## src/design/bbc_ram.sv

```systemverilog
// Generic simple dual-port RAM: one write port, one read port with registered data.
// No dependencies.
module bbc_ram #(
   parameter int WIDTH = 8,
   parameter int DEPTH = 16
) (
   input  logic                     clock,
   input  logic                     wr_en,
   input  logic [$clog2(DEPTH)-1:0] wr_addr,
   input  logic [WIDTH-1:0]         wr_data,
   input  logic                     rd_en,
   input  logic [$clog2(DEPTH)-1:0] rd_addr,
   output logic [WIDTH-1:0]         rd_data
);

   logic [WIDTH-1:0] mem [DEPTH];
   logic [WIDTH-1:0] rd_data_ff;

   always_ff @(posedge clock) begin
      if (wr_en) begin
         mem[wr_addr] <= wr_data;
      end
      if (rd_en) begin
         rd_data_ff <= mem[rd_addr];
      end
   end

   assign rd_data = rd_data_ff;

endmodule

```

## config.mk

```make
export PLATFORM = sky130hd
export DESIGN_NAME = bbc_ram
export DESIGN_NICKNAME = d
export VERILOG_FILES = /design/src/design/bbc_ram.sv
export SDC_FILE = /design/constraint.sdc
export NUM_CORES = 1
export LEC_CHECK = 0
export BUFFER_PORTS_ARGS = -buffer_cell sky130_fd_sc_hd__clkbuf_2
export CAP_MARGIN = 20
export CORE_AREA = 5 5 139 141
export CTS_CLUSTER_DIAMETER = 150
export CTS_CLUSTER_SIZE = 16
export DETAILED_ROUTE_END_ITERATION = 10
export DIE_AREA = 0 0 144 146
export PLACE_DENSITY = 0.5
export RECOVER_POWER = 100
export SLEW_MARGIN = 20
export SYNTH_ARGS = -nofsm -noshare
export SYNTH_HDL_FRONTEND = slang
export SYNTH_SLANG_ARGS = --single-unit
```

## constraint.sdc

```tcl
create_clock -name clock -period 4.6 [get_ports clock]
set_input_delay 0.23 -clock clock [delete_from_list [all_inputs] [get_ports clock]]
set_output_delay 0.23 -clock clock [all_outputs]
set_load 0.01 [all_outputs]
```

==> results of run 1 <==
report_power, final:
| group | total [uW] | internal, uW | switching [uW] |
|---|---|---|---|
| Clock | 1320 | 842 | 483 |
| Sequential | 1400 | 1400 | 6.70 |
| Combinational | 121 | 45.6 | 75.5 |
synth_stat cells, drive strengths merged:
| cell | n | share of area (%) |
|---|---|---|
| nand3b | 2 | 0.29 |
| mux4 | 32 | 15 |
| nand3 | 1 | 0.096 |
| edfxtp | 136 | 78 |
| and2b | 1 | 0.14 |
| buf | 7 | 1.1 |
| clkdlybuf4s25 | 3 | 0.57 |
| nand2 | 9 | 0.65 |
| nand2b | 2 | 0.24 |
| a22oi | 16 | 2.3 |
| nor3 | 4 | 0.38 |
| and2 | 1 | 0.12 |
| or3b | 1 | 0.17 |
| nor2b | 1 | 0.12 |
| nor2 | 13 | 0.93 |
registers in the layout, indices dropped and copies added, names as in the netlist:
signal	cells
mem	128
rd_data	8
path summary, 6_finish.rpt:
| kind | to | startpoint | slack, ps |
|---|---|---|---|
| worst min register to register | rd_data[3] | mem[8][3] | 750 |
| worst max register to register | rd_data[7] | mem[3][7] | 3050 |
| worst min-delay path | rd_data[7] | rd_en | 310 |
| worst max-delay path | rd_data[2] | rd_addr[0] | 1950 |
per-layer routing:
metal  wire [um]  vias up  global-route usage (%)
met5           0        -                       0
met2        4860       67                    15.3
met4          79        0                    2.97
li1            -     1057                       -
met1        4900     1208                    14.7
met3         658        6                    3.84
per-stage QoR:
step                worst slack, ps  hold slack (ps)  util (%)  cells  total power (uW)
floorplan                      2880              329         -    229              1500
global placement               2070              633      31.3    477              1560
detailed placement             2090              649      31.3    477              1560
CTS                            2530              219      34.6    508              2880
global route                   1670              307      34.4    508              2950
finish                         1950              313      34.4    508              2850
worst max-delay path, cell delays in order:
cell and delay (ps):
clkbuf_1 1140, buf_4 470, mux4_1 580, a22oi_1 280, nand2_1 90
placed cells by master, fill, tap and decap left out:
cell        netlist  final
clkbuf_2          0      4
nand2b_1          2      2
a22oi_1          16     16
edfxtp_1        136    136
mux4_2           18     18
clkinv_4          0      2
nand2_1           9      9
buf_4             1      1
or3b_2            1      1
bufinv_16         0      3
nor2b_1           1      1
and2_1            1      1
clkinv_1          0      1
nor2_1           13     13
clkbuf_16         0     17
mux4_1           14     14
clkbuf_1          0     24
clkinv_2          0      5
nor3_1            4      4
nand3_1           1      1
nand3b_1          2      2
and2b_1           1      1
clkinvlp_4        0      3
final cells by class:
cell class                 instances  area share, %
sequential                       136           66.6
multi-input combinational         83           17.2
clock buffer                      17           6.94
tap                              229           4.67
clock inverter                    14           2.59
timing repair buffer              29           1.92
cells by family after synthesis:
kind of cell,count (synthesis),synth area share [%]
flip-flops,136,78.1
AND/OR/NAND/NOR,35,3.14
multiplexers,32,14.8
AO/OA/AOI/OAI,16,2.30
buffers and inverters,10,1.65
==> impl_metrics.tcl, run 1 <==
set metrics [dict create \
    hold_buffers 0 \
    vias 2338 \
    n_antenna_cell 0 \
    grt_pass1_wl_mm 15.4 \
    rows 49 \
    first_pass_iters 4 \
    clkLatencyLatePin_ps 410 \
    rsz0062_at_grt "no" \
    end_kind "flop" \
    drv_cap 1 \
    yosysUniqueCellTypes 18 \
    syn_avg_cell_area_um2 22.8 \
    placed_area_um2 5590 \
    post_drt_wl_per_cell_um 20.7 \
    synth_fp_nets 248 \
    core_area_um2 17800 \
    areaGrowthSynthToFinish_pct 17.3 \
    yosysWarningCount 0 \
    postCtsResizedCells 0 \
    wl_mm 10.5 \
    critPathRequiredTime_ps 4760 \
    tns_ps 0 \
    grt-ovfl-total 0 \
    die_h_um 146 \
    clkSlewWorstSetupHoldPaths_ps 60 \
    dp_hpwl_mm 6.70 \
    crit_type "primary input to flop" \
    clock_skew_ps 7.05 \
    grt_pass1_vias 2448 \
    final_antenna_net_count 0 \
    violations "max-capacitance violations, max-slew violations" \
    vdd_drop_max_v 0.000267 \
    status "finished, violations left" \
    regArea_um2 4080 \
    cts_max_path_buffers 2 \
    cts_root_buf "clkbuf_16" \
    chipWidth_um 144 \
    nets 286 \
    hp-class "primary input to flop" \
    drc 0 \
    finalHoldViolCount 0 \
    drive_above_1_share_pct 19.4 \
    seq_area_frac_synth_pct 78.1 \
    slew_headroom_pct -7.51 \
    min_period_over_period_pct 57.6 \
    io_buffers 26 \
    finalSetupViolCount 0 \
    syn_area_um2 5230 \
    p_leak_uw 0.00194 \
    clock_sinks 136 \
    initial_core_util_pct 29.3 \
    reg2reg_depth 3 \
    boundaryPins 27 \
    gp_congestion 0.700 \
    post-route-min-period_ps 2650 \
    antenna_found_initial 0 \
    grt_max_degree 33 \
    drt_iter0_drc 159 \
    numCtsBuffers 17 \
    die-area_um2 21000 \
    final-max-slew-violation-count 20 \
    power.density_nw_per_um2 465 \
    nFillCells 1660 \
    start_kind "primary input" \
    hold_path_depth 1 \
    tritoncts "built" \
    crit_arrival_ps 2800 \
    worstMarginPinSlew_ps 1610 \
    grtUsageTotal_pct 10.4 \
    fmax_ghz 0.377 \
    synth_cells 229 \
    h-tree-depth 4 \
    ys_ff_latch 136 \
    post_cts_buffers 0 \
    multi_input_area_um2 1060 \
    cp_max_fo 19 \
    fin_area_um2 6130 \
    via_per_inst 4.60 \
]
Note: power is estimated with default switching activity, not from simulation.
==> run 2, diff against run 1 <==
- PLACE_DENSITY: 0.5 -> 0.52
- clock period: 4.6 -> 2.3 ns (I/O delays scaled with it)
==> impl_metrics.tcl, run 2 (synthesis results as in run 1) <==
set metrics [dict create \
    nets 302 \
    fmax_ghz 0.627 \
    postCtsResizedCells 0 \
    dp_hpwl_mm 6.83 \
    fin_cells 525 \
    h-tree-depth 4 \
    regMostFlops "mem" \
    cts_max_path_buffers 2 \
    cp_slowest_stage_delay_ps 470 \
    final_common_cell "edfxtp_1" \
    post-route-util_pct 34.9 \
    p_leak_uw 0.00197 \
    antenna_found_initial 0 \
    slew_headroom_pct 44.7 \
    drc 0 \
    cpLargestDelayFamily "multiplexers" \
    gp_congestion 0.696 \
    nFillCells 1667 \
    rows 49 \
    core_area_um2 17800 \
    drv_cap 0 \
    min_period_over_period_pct 69.4 \
    chipWidth_um 144 \
    via_per_inst 4.71 \
    wl_mm 10.9 \
    endpoint "rd_data[6]" \
    grt_pass1_wl_mm 16.2 \
    vdd_drop_max_v 0.000466 \
    clock_sinks 136 \
    numCtsBuffers 17 \
    clock_skew_ps 8.96 \
    power.switching_uw 1140 \
    reg2reg_depth 3 \
    post_drt_wl_per_cell_um 20.7 \
    grtUsageTotal_pct 10.9 \
    switching_share_pct 20.0 \
    pwr-share-comb_pct 4.5 \
    rsz0062_at_grt "no" \
    first_pass_iters 5 \
    io_buffers 26 \
    cp_max_fo 1 \
    final_cell_mix "edfxtp_1 (136), clkbuf_1 (36), mux4_2 (18), clkbuf_16 (17), a22oi_1 (16)" \
    drive_above_1_share_pct 19.3 \
    final_antenna_net_count 0 \
    dp_cells 493 \
    finalHoldViolCount 0 \
    post-route-min-period_ps 1600 \
    crit_start "mem[8][6]" \
    boundaryPins 27 \
    critical_path_cell_count 3 \
    initial_core_util_pct 29.3 \
    slowest_stage "mux4_2" \
    status "finished clean" \
    reg2reg_from "mem[8][6]" \
    vias 2473 \
    regArea_um2 4080 \
    final-max-slew-violation-count 0 \
    rrSetupSlack_ps 700 \
    start_kind "flop" \
    r2r-end "rd_data[6]" \
    power.density_nw_per_um2 919 \
    tritoncts "built" \
    crit_type "flop to flop" \
    worstMarginPinSlew_ps 826 \
    clkSlewWorstSetupHoldPaths_ps 60 \
    p_clk_share_pct 46.4 \
    largest_reg_flops 128 \
    die_h_um 146 \
    crit_arrival_ps 1730 \
    clkLatencyLatePin_ps 410 \
    cp_num_buf_inv 0 \
    critPathRequiredTime_ps 2440 \
    intPower_uw 4570 \
    hp-class "primary input to flop" \
    die-area_um2 21000 \
    post_cts_buffers 0 \
    end_kind "flop" \
    p_seq_share_pct 49.1 \
    grt_max_degree 28 \
    tns_ps 0 \
    hold_buffers 0 \
    multi_input_area_um2 1060 \
    n_antenna_cell 0 \
    grt-ovfl-total 0 \
    finalSetupViolCount 0 \
    path_cells "mux4_2 > a22oi_1 > nand2_1" \
    cts_root_buf "clkbuf_16" \
    areaGrowthSynthToFinish_pct 19.1 \
    drt_iter0_drc 180 \
    grt_pass1_vias 2550 \
]
## run 2: area by class of cell
type	count	share of cell area (%)
multi-input cells	83	17.0
repair buffers	45	3.42
well taps	229	4.60
flip-flops and latches	136	65.6
clock buffers	17	6.83
clock inverters	15	2.57
## run 2: through the flow
step                total power (uW)  setup slack (ps)  cell area [um^2]  hold slack [ps]
floorplan                       3000               692              5230              214
global placement                3120               366              5730              544
detailed placement              3130               363              5730              543
CTS                             5780               708              6310              106
global route                    5910               687              6230              176
finish                          5720               704              6230              210
## run 2: metal layers
| layer | share of wire [%] | GRT usage (%) | up-vias |
|---|---|---|---|
| li1 | - | - | 1091 |
| met4 | 0.87 | 3.25 | 0 |
| met3 | 5.1 | 3.88 | 10 |
| met5 | 0 | 0 | - |
| met1 | 50 | 16.3 | 1313 |
| met2 | 44 | 14.9 | 59 |
## run 2: worst min path at each step
stage	start	end	slack, ps	cells past startpoint
after floorplan	wr_data[0]	mem[0][0]	210	0
after global placement	rd_data[6]	rd_data[6]	540	1
after detailed placement	rd_en	rd_data[6]	540	1
after CTS	rd_en	rd_data[6]	110	1
after global routing	rd_en	rd_data[6]	180	1
final	rd_en	rd_data[1]	210	1
## run 2: power by group through the flow
stage / Sequential, uW / Combinational [uW] / Clock [uW]
2_1_floorplan: 2860 / 141 / 0
3_3_place_gp: 2860 / 264 / 0
3_5_place_dp: 2860 / 269 / 0
4_1_cts: 2810 / 270 / 2700
5_1_grt: 2810 / 276 / 2820
6_report: 2810 / 255 / 2650
